$ cat src/sv/alc_pkg.sv
// ----------------------------------------------------------------------------
// alc_pkg
// Shared widths, codes and reset values for the light sensor auto-ranging
// controller and its lux correction unit.
// ----------------------------------------------------------------------------
package alc_pkg;

  // field widths
  localparam int CNT_W     = 16;
  localparam int LUX_IN_W  = 32;
  localparam int LUX_OUT_W = 34;
  localparam int GAIN_W    = 3;
  localparam int TIME_W    = 3;
  localparam int ACT_W     = 2;
  localparam int IDX_W     = 2;
  localparam int CFG_W     = 16;

  // default number of fraction bits of the lux values
  localparam int LUX_FRAC_BITS_DEF = 12;

  // correction datapath widths
  localparam int MUL_W    = 32;           // multiplier operand width
  localparam int PROD_W   = 2 * MUL_W;    // product width
  localparam int CHUNKS   = 3;            // operand chunks per multiply pass
  localparam int OPND_W   = CHUNKS * MUL_W;
  localparam int ACC_W    = 98;           // holds the full cubic numerator
  localparam int DIV_W    = 64;           // remainder width once in quotient range
  localparam int QUO_W    = LUX_OUT_W;    // quotient bits produced

  // result action codes
  localparam logic [ACT_W-1:0] ACT_MEASURE = 2'd0;
  localparam logic [ACT_W-1:0] ACT_RAW     = 2'd1;
  localparam logic [ACT_W-1:0] ACT_CORR    = 2'd2;

  // input kind codes
  localparam logic KIND_START  = 1'b0;
  localparam logic KIND_SAMPLE = 1'b1;

  // configuration register indexes
  localparam logic [IDX_W-1:0] REG_START_GAIN = 2'd0;
  localparam logic [IDX_W-1:0] REG_START_TIME = 2'd1;
  localparam logic [IDX_W-1:0] REG_LOW_LIMIT  = 2'd2;
  localparam logic [IDX_W-1:0] REG_HIGH_LIMIT = 2'd3;

  // register reset values
  localparam logic [GAIN_W-1:0] START_GAIN_RST = 3'd1;
  localparam logic [TIME_W-1:0] START_TIME_RST = 3'd0;
  localparam logic [CNT_W-1:0]  LOW_LIMIT_RST  = 16'd100;
  localparam logic [CNT_W-1:0]  HIGH_LIMIT_RST = 16'd10000;

  // gain and integration step limits
  localparam logic [GAIN_W-1:0]        GAIN_MIN = 3'd1;
  localparam logic [GAIN_W-1:0]        GAIN_MAX = 3'd4;
  localparam logic signed [TIME_W-1:0] TIME_MIN = -3'sd2;
  localparam logic signed [TIME_W-1:0] TIME_MAX = 3'sd3;

  localparam logic [LUX_OUT_W-1:0] LUX_MAX = {LUX_OUT_W{1'b1}};

endpackage

$ cat src/sv/alc_corr.sv
// ----------------------------------------------------------------------------
// alc_corr
// Iterative lux correction: evaluates the cubic through a shared 32x32
// multiply-accumulate unit, then divides by 10^9 through the same unit with
// a reciprocal quotient estimate and a short remainder correction.
// ----------------------------------------------------------------------------
module alc_corr
  import alc_pkg::*;
#(
  parameter int LUX_FRAC_BITS = LUX_FRAC_BITS_DEF
) (
  input  logic                 clk,
  input  logic                 rst,
  input  logic                 start,
  input  logic [LUX_IN_W-1:0]  lux,
  output logic                 done,
  output logic [LUX_OUT_W-1:0] result
);

  // scaled coefficients of the cubic, numerator over 10^9 * 2^(2F)
  localparam logic [ACC_W-1:0] K_SQ   = ACC_W'(64'd3000) << LUX_FRAC_BITS;
  localparam logic [ACC_W-1:0] K_LIN  = ACC_W'(64'd1056400000) << (2 * LUX_FRAC_BITS);
  localparam logic [ACC_W-1:0] K_OFS  = ACC_W'(64'd30803000000) << (3 * LUX_FRAC_BITS);
  localparam logic [ACC_W-1:0] SAT_LIM = ACC_W'(64'd1000000000) << QUO_W;
  // divisor and floor(2^64 / 10^9) for the quotient estimate
  localparam logic [MUL_W-1:0]  DIVISOR = MUL_W'(64'd1000000000);
  localparam logic [OPND_W-1:0] RECIP   = OPND_W'(64'd18446744073);
  localparam int               K_BITS   = $clog2(CHUNKS);

  typedef enum logic [2:0] {
    C_IDLE,
    C_MUL,
    C_ACC,
    C_SUB,
    C_SAT,
    C_FIX,
    C_FIN
  } corr_state_t;

  // what the current multiply pass computes
  typedef enum logic [1:0] {
    P_INNER,
    P_OUTER,
    P_EST,
    P_REM
  } pass_t;

  corr_state_t          state;
  pass_t                pass;
  logic [LUX_IN_W-1:0]  lux_r;
  logic [MUL_W-1:0]     mcand;
  logic [OPND_W-1:0]    opnd;
  logic [K_BITS-1:0]    k;
  logic [PROD_W-1:0]    prod;
  logic [ACC_W-1:0]     acc;
  logic [DIV_W-1:0]     num;
  logic [QUO_W-1:0]     quo;

  logic [MUL_W-1:0]     chunk;
  logic [ACC_W-1:0]     acc_next;
  logic [ACC_W-1:0]     acc_diff;
  logic [LUX_IN_W:0]    lux_plus;
  logic [QUO_W-1:0]     lux_wide;

  // operand chunk and shifted accumulate
  always_comb begin
    chunk    = opnd[{k, 5'b0} +: MUL_W];
    acc_next = acc + (ACC_W'(prod) << {k, 5'b0});
    acc_diff = acc - K_OFS;
    lux_plus = {1'b0, lux} + K_SQ[LUX_IN_W:0];
    lux_wide = {{(LUX_OUT_W-LUX_IN_W){1'b0}}, lux_r};
  end

  // sequencer and datapath registers
  always_ff @(posedge clk) begin
    if (rst) begin
      state <= C_IDLE;
      done  <= 1'b0;
    end else begin
      done <= (state == C_FIN);
      unique case (state)
        C_IDLE: begin
          if (start) begin
            // first pass: L * (L + 3000*2^F) + 1056400000*2^2F
            lux_r <= lux;
            mcand <= lux;
            opnd  <= OPND_W'(lux_plus);
            acc   <= K_LIN;
            k     <= '0;
            pass  <= P_INNER;
            state <= C_MUL;
          end
        end
        C_MUL: begin
          prod  <= {{(PROD_W-MUL_W){1'b0}}, mcand} * {{(PROD_W-MUL_W){1'b0}}, chunk};
          state <= C_ACC;
        end
        C_ACC: begin
          if (k == K_BITS'(CHUNKS - 1)) begin
            k <= '0;
            unique case (pass)
              P_INNER: begin
                // second pass multiplies the first sum by L again
                opnd  <= acc_next[OPND_W-1:0];
                acc   <= '0;
                pass  <= P_OUTER;
                state <= C_MUL;
              end
              P_OUTER: begin
                acc   <= acc_next;
                state <= C_SUB;
              end
              P_EST: begin
                // quotient estimate, low by at most six
                quo   <= acc_next[MUL_W +: QUO_W];
                mcand <= DIVISOR;
                opnd  <= OPND_W'(acc_next[MUL_W +: QUO_W]);
                acc   <= '0;
                pass  <= P_REM;
                state <= C_MUL;
              end
              P_REM: begin
                // remainder left by the estimate
                num   <= num - acc_next[DIV_W-1:0];
                state <= C_FIX;
              end
            endcase
          end else begin
            acc   <= acc_next;
            k     <= k + 1'b1;
            state <= C_MUL;
          end
        end
        C_SUB: begin
          // non-positive numerator keeps the raw lux
          if (acc <= K_OFS) begin
            result <= lux_wide;
            state  <= C_FIN;
          end else begin
            acc   <= acc_diff >> (2 * LUX_FRAC_BITS);
            state <= C_SAT;
          end
        end
        C_SAT: begin
          if (acc >= SAT_LIM) begin
            result <= LUX_MAX;
            state  <= C_FIN;
          end else begin
            // upper word of the dividend times the reciprocal
            num   <= acc[DIV_W-1:0];
            mcand <= acc[DIV_W-1:MUL_W];
            opnd  <= RECIP;
            acc   <= '0;
            pass  <= P_EST;
            state <= C_MUL;
          end
        end
        C_FIX: begin
          // bring the estimate up to the floored quotient
          if (num >= DIV_W'(DIVISOR)) begin
            num <= num - DIV_W'(DIVISOR);
            quo <= quo + 1'b1;
          end else begin
            result <= (quo > lux_wide) ? quo : lux_wide;
            state  <= C_FIN;
          end
        end
        C_FIN: begin
          state <= C_IDLE;
        end
        default: state <= C_IDLE;
      endcase
    end
  end

endmodule

$ cat src/sv/ambient_light_autorange_lux_correct.sv
// Start items and samples that keep measuring or finish with raw lux give
// their registered result in the cycle after the transaction; samples that
// finish with corrected lux wait for the corrector (up to four passes of three
// 32x32 products on one multiplier, then up to six remainder corrections).
// Throughput: one at a time while correcting, else one a cycle unless stalled.
// Reset: synchronous; registers return to 1, 0, 100, 10000, steps to 1 and 0.
// ----------------------------------------------------------------------------
// ambient_light_autorange_lux_correct
// Gain and integration step auto-ranging controller for an ambient light
// sensor, with cubic lux correction through an iterative correction unit.
// ----------------------------------------------------------------------------
module ambient_light_autorange_lux_correct
  import alc_pkg::*;
#(
  parameter int LUX_FRAC_BITS = LUX_FRAC_BITS_DEF
) (
  input  logic                     clk,
  input  logic                     rst,
  // configuration
  input  logic                     cfg_wen,
  input  logic [IDX_W-1:0]         cfg_index,
  input  logic [CFG_W-1:0]         cfg_data,
  // input channel
  input  logic                     in_valid,
  output logic                     in_stall,
  input  logic                     kind,
  input  logic [CNT_W-1:0]         raw_count,
  input  logic [LUX_IN_W-1:0]      lux_in,
  // output channel
  output logic                     out_valid,
  input  logic                     out_stall,
  output logic [GAIN_W-1:0]        gain_code,
  output logic signed [TIME_W-1:0] time_code,
  output logic [ACT_W-1:0]         action,
  output logic [LUX_OUT_W-1:0]     lux_out
);

  typedef enum logic {
    ST_IDLE,
    ST_WAIT
  } top_state_t;

  top_state_t                state;
  logic [GAIN_W-1:0]         start_gain;
  logic signed [TIME_W-1:0]  start_time;
  logic [CNT_W-1:0]          low_limit;
  logic [CNT_W-1:0]          high_limit;
  logic [GAIN_W-1:0]         gain_step;
  logic signed [TIME_W-1:0]  time_step;

  logic                      accept;
  logic                      out_load;
  logic                      need_corr;
  logic [GAIN_W-1:0]         gain_next;
  logic signed [TIME_W-1:0]  time_next;
  logic [ACT_W-1:0]          act_next;
  logic [LUX_OUT_W-1:0]      lux_next;
  logic [GAIN_W-1:0]         gain_up;
  logic                      corr_done;
  logic [LUX_OUT_W-1:0]      corr_lux;

  assign in_stall = (state != ST_IDLE) || (out_valid && out_stall);
  assign accept   = in_valid && !in_stall;
  assign out_load = ((state == ST_IDLE) && accept && !need_corr) ||
                    ((state == ST_WAIT) && corr_done);

  // ranging decision for the incoming transaction
  always_comb begin
    gain_next = gain_step;
    time_next = time_step;
    act_next  = ACT_MEASURE;
    lux_next  = '0;
    need_corr = 1'b0;
    gain_up   = (gain_step < GAIN_MAX) ? gain_step + 1'b1 : gain_step;
    if (kind == KIND_START) begin
      if (start_gain < GAIN_MIN) begin
        gain_next = GAIN_MIN;
      end else if (start_gain > GAIN_MAX) begin
        gain_next = GAIN_MAX;
      end else begin
        gain_next = start_gain;
      end
      time_next = (start_time < TIME_MIN) ? TIME_MIN : start_time;
    end else if (raw_count <= low_limit) begin
      // dim: raise gain, then integration time
      gain_next = gain_up;
      if (gain_up == GAIN_MAX) begin
        if (time_step >= TIME_MAX) begin
          time_next = TIME_MAX;
          act_next  = ACT_RAW;
          lux_next  = {{(LUX_OUT_W-LUX_IN_W){1'b0}}, lux_in};
        end else begin
          time_next = time_step + 3'sd1;
        end
      end
    end else if (raw_count > high_limit) begin
      // bright: shorten integration, finish at the shortest step
      if (time_step <= TIME_MIN + 3'sd1) begin
        time_next = TIME_MIN;
        act_next  = ACT_CORR;
        need_corr = 1'b1;
      end else begin
        time_next = time_step - 3'sd1;
      end
    end else begin
      act_next  = ACT_CORR;
      need_corr = 1'b1;
    end
  end

  // cubic correction unit
  alc_corr #(
    .LUX_FRAC_BITS (LUX_FRAC_BITS)
  ) u_corr (
    .clk    (clk),
    .rst    (rst),
    .start  (accept && need_corr),
    .lux    (lux_in),
    .done   (corr_done),
    .result (corr_lux)
  );

  // control state, registers and output register
  always_ff @(posedge clk) begin
    if (rst) begin
      state      <= ST_IDLE;
      out_valid  <= 1'b0;
      start_gain <= START_GAIN_RST;
      start_time <= START_TIME_RST;
      low_limit  <= LOW_LIMIT_RST;
      high_limit <= HIGH_LIMIT_RST;
      gain_step  <= GAIN_MIN;
      time_step  <= '0;
    end else begin
      if (cfg_wen) begin
        unique case (cfg_index)
          REG_START_GAIN: start_gain <= cfg_data[GAIN_W-1:0];
          REG_START_TIME: start_time <= cfg_data[TIME_W-1:0];
          REG_LOW_LIMIT:  low_limit  <= cfg_data[CNT_W-1:0];
          REG_HIGH_LIMIT: high_limit <= cfg_data[CNT_W-1:0];
          default: ;
        endcase
      end
      // output valid: a new result replaces a taken one
      if (out_load) begin
        out_valid <= 1'b1;
      end else if (out_valid && !out_stall) begin
        out_valid <= 1'b0;
      end
      unique case (state)
        ST_IDLE: begin
          if (accept) begin
            gain_step <= gain_next;
            time_step <= time_next;
            if (need_corr) begin
              state <= ST_WAIT;
            end else begin
              gain_code <= gain_next;
              time_code <= time_next;
              action    <= act_next;
              lux_out   <= lux_next;
            end
          end
        end
        ST_WAIT: begin
          if (corr_done) begin
            gain_code <= gain_step;
            time_code <= time_step;
            action    <= ACT_CORR;
            lux_out   <= corr_lux;
            state     <= ST_IDLE;
          end
        end
        default: state <= ST_IDLE;
      endcase
    end
  end

`ifndef ASSERT_OFF
  // a correction only completes while the controller waits for it
  assert property (@(posedge clk) disable iff (rst) corr_done |-> state == ST_WAIT)
    else $error("correction finished outside of wait state");

  // ranging steps stay in their legal ranges
  assert property (@(posedge clk) disable iff (rst)
    (gain_step >= GAIN_MIN) && (gain_step <= GAIN_MAX) &&
    (time_step >= TIME_MIN) && (time_step <= TIME_MAX))
    else $error("ranging step out of range");

  // measure-again results carry zero lux
  assert property (@(posedge clk) disable iff (rst)
    (out_valid && action == ACT_MEASURE) |-> lux_out == '0)
    else $error("non-zero lux on measure-again result");

  // a started correction keeps the input side stalled next cycle
  assert property (@(posedge clk) disable iff (rst)
    (accept && need_corr) |=> (state == ST_WAIT && in_stall))
    else $error("correction start did not block input");
`endif

endmodule

$ cat config.mk
export PLATFORM = sky130hd
export DESIGN_NAME = ambient_light_autorange_lux_correct
export DESIGN_NICKNAME = d
export VERILOG_FILES = /design/src/sv/alc_pkg.sv /design/src/sv/alc_corr.sv /design/src/sv/ambient_light_autorange_lux_correct.sv
export SDC_FILE = /design/constraint.sdc
export NUM_CORES = 2
export LEC_CHECK = 0
export CAP_MARGIN = 20
export CORE_ASPECT_RATIO = 0.7
export CORE_MARGIN = 4
export CORE_UTILIZATION = 35
export DETAILED_ROUTE_END_ITERATION = 10
export DONT_BUFFER_PORTS = 1
export GPL_TIMING_DRIVEN = 1
export PLACE_DENSITY = 0.48
export SETUP_SLACK_MARGIN = 0.4
export SYNTH_ARGS = -nofsm -noshare
export SYNTH_HDL_FRONTEND = slang
export SYNTH_SLANG_ARGS = --single-unit
$ cat constraint.sdc
create_clock -name clk -period 14.9 [get_ports clk]
set_clock_uncertainty 0.05 [all_clocks]
set_input_delay 2.235 -clock clk [delete_from_list [all_inputs] [get_ports clk]]
set_output_delay 2.235 -clock clk [all_outputs]
set_load 0.05 [all_outputs]
### After elaboration in Yosys (flattened, before gate mapping)

Cells that the tools add are included.

| word-level totals | value |
|---|---|
| bits of input ports | 72 |
| word-level logic and storage cells | 211 |
| flip-flop bits (word level) | 550 |
| output and inout port bits | 44 |

| cells by class | value |
|---|---|
| multiply operators | 1 |
| reductions and logical operators | 39 |
| equal/unequal tests | 29 |
| add/subtract/negate cells | 10 |
| multiplexer cells | 92 |
| shift-type cells | 2 |
| bitwise operators | 2 |
| $lt $le $gt $ge | 12 |

Operator list:

| kind | count |
|---|---|
| 2-to-1 mux 98 bit | 4 |
| case mux 98 bit (4 select lines) | 1 |
| 2-to-1 mux 34 bit | 10 |
| 2-to-1 mux 96 bit | 3 |
| case mux 96 bit (3 select lines) | 1 |
| 2-to-1 mux 32 bit | 8 |
| 2-to-1 mux 64 bit | 4 |
| case mux 98 bit (2 select lines) | 1 |
| case mux 64 bit (3 select lines) | 1 |
| case mux 96 bit (2 select lines) | 1 |
| case mux 34 bit (2 select lines) | 2 |
| case mux 34 bit (3 select lines) | 1 |
| adder 98 bit | 1 |
| >= comparator 98 x 64 -> 1 bit (second input constant) | 1 |
| less-or-equal comparator 98 x 71 -> 1 bit (second input constant) | 1 |
| left shift 64 x 7 -> 98 bit | 1 |
| subtractor 98 x 71 -> 98 bit (second input constant) | 1 |
| case mux 32 bit (3 select lines) | 1 |
| variable part select 96 x 8 -> 32 bit | 1 |
| 2-to-1 mux 3 bit | 22 |
| >= comparator 64 x 30 -> 1 bit (second input constant) | 1 |
| multiplier 32 x 32 -> 64 bit | 1 |
| subtractor 64 x 30 -> 64 bit (second input constant) | 1 |
| subtractor 64 bit | 1 |
| 47 further kinds | 117 |

### Depth between registers and ports, before layout

| depth | value |
|---|---|
| word-level depth | 9 |
| depth in mapped cells | 35 |

### Hierarchy

A second synthesis with hierarchy kept.

| unflattened totals | value |
|---|---|
| cells, all modules | 7798 |
| area, all modules | 71381.0 sq um |

Modules (own cells, without submodules):

| module | area each (sq um) | instances | cells an instance | sequential area each (sq um) |
|---|---|---|---|---|
| alc_corr | 66757.8 | 1 | 7331 | 13833.3 |
| ambient_light_autorange_lux_correct | 4623.2 | 1 | 467 | 2182.1 |

### Worst setup path after synthesis

Ideal clock, no wire load.

| timing path | value |
|---|---|
| kind | input-to-reg |
| start point | in raw_count[15] |
| end point | reg u_corr.acc[0] (enable) |
| path slack | 3.526 ns |
| stages on the path | 8 |
| data required time | 14.175 ns |
| setup time | 0.675 ns |
| arrival time | 10.649 ns |
| cells stage by stage | ha_1 nand4_1 or2_2 o32ai_1 o2111ai_1 nand2_1 o21bai_1 nor3_1 |

| on the way | value |
|---|---|
| cells in the longest elaborated chain, start to end | 7 |
| elaborated cells between the ends (all ways) | 8 |
| classes of those cells | order compare (2); eq/ne (1); mux (3); reduce/logical (2) |

Ends and longest elaborated chain:

| element | line | RTL |
|---|---|---|
| from (decl) | ambient_light_autorange_lux_correct.sv:27 | `input logic [CNT_W-1:0] raw_count,` |
| > comparator 16 bit | ambient_light_autorange_lux_correct.sv:96 | `end else if (raw_count > high_limit) begin` |
| 2-to-1 mux 1 bit | ambient_light_autorange_lux_correct.sv:96 |  |
| 2-to-1 mux 1 bit (*) | ambient_light_autorange_lux_correct.sv:84 | `end else if (raw_count <= low_limit) begin` |
| 2-to-1 mux 1 bit (*) | ambient_light_autorange_lux_correct.sv:75 | `if (kind == KIND_START) begin` |
| logical AND 1 bit (*) | ambient_light_autorange_lux_correct.sv:117 | `.start (accept && need_corr),` |
| != test 2 x 1 -> 1 bit (no line) (*) | n/a |  |
| AND reduction 6 bit (no line) (*) | n/a |  |
| to (signal assigned) | alc_corr.sv:110 | `acc <= acc_next;` |
| to (signal assigned) | alc_corr.sv:129 | `acc <= acc_next;` |
| to (signal assigned) | alc_corr.sv:140 | `acc <= acc_diff >> (2 * LUX_FRAC_BITS);` |
| to (decl) | alc_corr.sv:55 | `logic [ACC_W-1:0] acc;` |

Every way passes the cells marked *; elsewhere a longest branch is shown, timed or not.
A chain may end at the register's enable or synchronous reset.

### Final worst setup path

| timing path | value |
|---|---|
| start point | reg u_corr.k[1] |
| end point | reg u_corr.prod[63] (data pin) |

| on the way | value |
|---|---|
| cells in the longest elaborated chain, start to end | 2 |

Ends and longest elaborated chain:

| element | line | RTL |
|---|---|---|
| from (decl) | alc_corr.sv:53 | `logic [K_BITS-1:0] k;` |
| from (signal assigned) | alc_corr.sv:130 | `k <= k + 1'b1;` |
| variable part select 96 x 8 -> 32 bit | alc_corr.sv:67 | `chunk = opnd[{k, 5'b0} +: MUL_W];` |
| multiplier 32 x 32 -> 64 bit | alc_corr.sv:95 | `prod <= {{(PROD_W-MUL_W){1'b0}}, mcand} * {{(PROD_W-MUL_W){1'b0}}, chunk};` |
| to (signal assigned) | alc_corr.sv:95 |  |
| to (decl) | alc_corr.sv:54 | `logic [PROD_W-1:0] prod;` |

No other way between the ends.

==> results.yml <==
die:
  die-width_um: 547
  dieArea_um2: 211000
  fp-row-count: 138
  core_area_um2: 202000
  die_y_um: 385
  pin_count: 116
  start_util: 0.352
clock_network:
  postCtsSetupBuffers: 0
  cts_root_buffer: "clkbuf_16"
  clk_latency_ps: 700
  postCtsHoldBufs: 0
  clk_pin_slew_ps: 70
  numCtsBuffers: 59
  cts_tree: "built"
  cts_max_level: 2
  cts_resized: 0
  clk_path_buf_depth: 3
  cts_num_sinks: 550
grt:
  busiest_layer: "met1"
  grtUsageTotal: 0.256
  antenna_found_initial: 23
  grt_pass1_wl_um: 400000
  grt_max_degree: 83
  use_met1: 0.421
  gr-total-overflow: 0
  use_met2: 0.331
  grt_pass1_vias: 56300
  met3_usage: 0.0526
setup_path:
  cpMostUsedCell: "fa_1"
  required_ps: 15270
  cp_max_fo: 42
  arrival_ps: 10970
  crit_buf_inv: 8
  crit_slowest_cell: "o41ai_1"
  cp_top_family: "adder cells"
  worstSetupStartpointType: "register"
  path_class: "reg -> reg"
  critPathMaxStageDelay_ps: 740
  end_kind: "register"
min_path:
  hold_path.class: "reg -> reg"
drt:
  wl_um: 273000
  first_pass_iters: 6
  via_count: 58200
  ant_nets: 0
  wl_per_cell_um: 26.4
  drtIter0Drc: 7161
  viasPerCell: 5.62
  drcViolationCount: 0
sta:
  finalSetupViolCount: 0
  worst_pin_slew_ps: 1050
  setup-tns-final_ps: 0
  fmaxAchievable_mhz: 94.3
  hold_viol: 0
  post-route-min-period_ps: 10600
  maxSlewViolCount: 0
  rsz0062_at_grt: "no"
  finalCritPeriodShare: 0.712
  maxSlewHeadroom: 0.302
place:
  dp_hpwl_um: 218000
  io_buffers: 0
  placed_cell_area_um2: 74500
  gp_congestion: 1.01
power_and_ir_drop:
  p_sw_frac: 0.522
  p_int_mw: 6.77
  max-vdd-ir-drop_uv: 343
  pwr-share-clk: 0.109
  p_seq_frac: 0.167
  comb_power_share: 0.724
  power_density_nw_per_um2: 185
  p_sw_mw: 7.41
  p_leak_nw: 33.0
synth:
  synth_area_um2: 71100
  yosys_register_bits: 550
  synth-async-reset-ratio: 0
  seq_area_frac_synth: 0.225
  yosysUniqueCellTypes: 88
  ys_warn_count: 0
  avgSynthCellArea_um2: 9.16
  synth_edf_count: 500
  synthFlopType: "edfxtp_1"
  syn_nets: 9233
  syn_inst: 7764
outcome:
  status: "complete, no violations"
finish:
  fin_nets: 9034
  finish.utilization: 0.378
  syn2layout_area_growth_pct: 7.47
  layout_common_cells: "inv_1, fa_1, nand2_1"
  layout_commonest_cell: "inv_1"
  fillerInstances: 20500
  final-seq-area_um2: 16000
  design_area_um2: 76400
  multi_input_area_um2: 50000
  drive_gt1_frac: 0.0469
flow_run:
  cap_violations: 0
## synthesized netlist by cell type (9+ instances only)
master     instances  share of area
nor3b_1           16         0.0017
xor2_1           133          0.016
fa_1             898           0.25
o31ai_1           35         0.0037
dfxtp_1           50          0.014
inv_1           1042          0.055
and3_1            30         0.0026
o21a_1            39         0.0041
mux2i_1           77          0.011
o221ai_1          49         0.0060
o21ai_1           10        0.00070
or2_2             10        0.00088
a31oi_1           62         0.0055
and4_1            12         0.0015
edfxtp_1         500           0.21
nor2_1           407          0.021
ha_1             499          0.088
or4_1              9        0.00095
a21boi_0          14         0.0015
o22ai_1           44         0.0039
o211ai_1          33         0.0035
a22oi_1           16         0.0017
nand2_1          898          0.047
nor4_1            31         0.0027
a221oi_1          14         0.0017
a211o_1           19         0.0023
buf_1             14        0.00074
a21oi_1          378          0.027
or3_1             32         0.0028
clkbuf_1         399          0.021
nor3_1            88         0.0062
xnor2_1          216          0.027
a211oi_1          31         0.0033
a221o_1           11         0.0015
nand2b_1          27         0.0024
o21bai_1          65         0.0069
a2111oi_0         11         0.0014
nor2b_1           39         0.0034
a21o_1           142          0.015
and2_1           684          0.060
nand3b_1          11         0.0012
a22o_1            72         0.0089
nand3_1           89         0.0063
o21ai_0          302          0.021
nand4_1          103         0.0091
## stage by stage
| stage | instances | hold slack [ps] | setup WS (ps) | total power, mW |
|---|---|---|---|---|
| 6_report | 10400 | 400 | 4300 | 14.2 |
| 5_1_grt | 10300 | 419 | 3800 | 15.2 |
| 4_1_cts | 10300 | 400 | 4430 | 14.0 |
| 3_5_place_dp | 10200 | 390 | 4470 | 12.4 |
| 3_3_place_gp | 10200 | 388 | 4460 | 12.4 |
| 2_1_floorplan | 7764 | 386 | 3530 | 9.02 |
## routing by layer
layer | vias to the layer above | routed length (um)
met1 | 29700 | 136000
met2 | 2763 | 102000
met3 | 322 | 28700
li1 | 25400 | -
met5 | - | 40
met4 | 6 | 7060
## flip-flops by register name, summed over array words and instances, names as in the netlist, 16 cells and up
name,flops
u_corr.result,34
u_corr.quo,34
low_limit,16
u_corr.mcand,32
u_corr.opnd,96
lux_out,34
u_corr.acc,98
high_limit,16
u_corr.num,64
u_corr.prod,64
u_corr.lux_r,32
## final cells by class
cell class / count / share of cell area
Antenna cell: 11 / 0.000360
Clock inverter: 39 / 0.00496
Timing Repair Buffer: 157 / 0.0156
Sequential cell: 550 / 0.210
Clock buffer: 71 / 0.0202
Multi-Input combinational cell: 5754 / 0.653
Tap cell: 2730 / 0.0447
Inverter: 1043 / 0.0512
## final timing paths
path / slack, ps / from / to / cells after the start
max reg2reg: 4300 / u_corr.k[1] / u_corr.prod[63] / 30
max: 4300 / u_corr.k[1] / u_corr.prod[63] / 30
min: 400 / low_limit[11] / low_limit[11] / 2
min reg2reg: 400 / low_limit[11] / low_limit[11] / 2
## power groups by stage
| stage | clock network, mW | logic, mW | registers [mW] |
|---|---|---|---|
| floorplan | 0 | 6.76 | 2.26 |
| detailed placement | 0 | 9.97 | 2.39 |
| global placement | 0 | 10.0 | 2.39 |
| CTS | 1.56 | 10.1 | 2.36 |
| finish | 1.54 | 10.3 | 2.37 |
| global route | 1.62 | 11.2 | 2.36 |
## kinds of logic (layout without fill, tap and decap cells)
| family | Yosys count | in the layout | share of synthesized area |
|---|---|---|---|
| buffers and inverters | 1460 | 1310 | 0.0771 |
| adders and majority gates | 1397 | 1397 | 0.340 |
| and+or+nand+nor | 2510 | 2510 | 0.174 |
| muxes | 84 | 84 | 0.0119 |
| xor gates and xnor gates | 349 | 349 | 0.0430 |
| AOI/OAI and AO/OA | 1414 | 1414 | 0.128 |
| other | 0 | 11 | 0 |
| DFF | 550 | 550 | 0.225 |
## worst reg2reg max path, delay by kind of cell (launching register included)
| family | cells | cell delay, ps |
|---|---|---|
| DFF | 1 | 320 |
| adders and majority gates | 9 | 4460 |
| AOI/OAI and AO/OA | 6 | 1750 |
| buffers and inverters | 8 | 1820 |
| and+or+nand+nor | 7 | 1940 |
(Power assumes the default switching activity.)
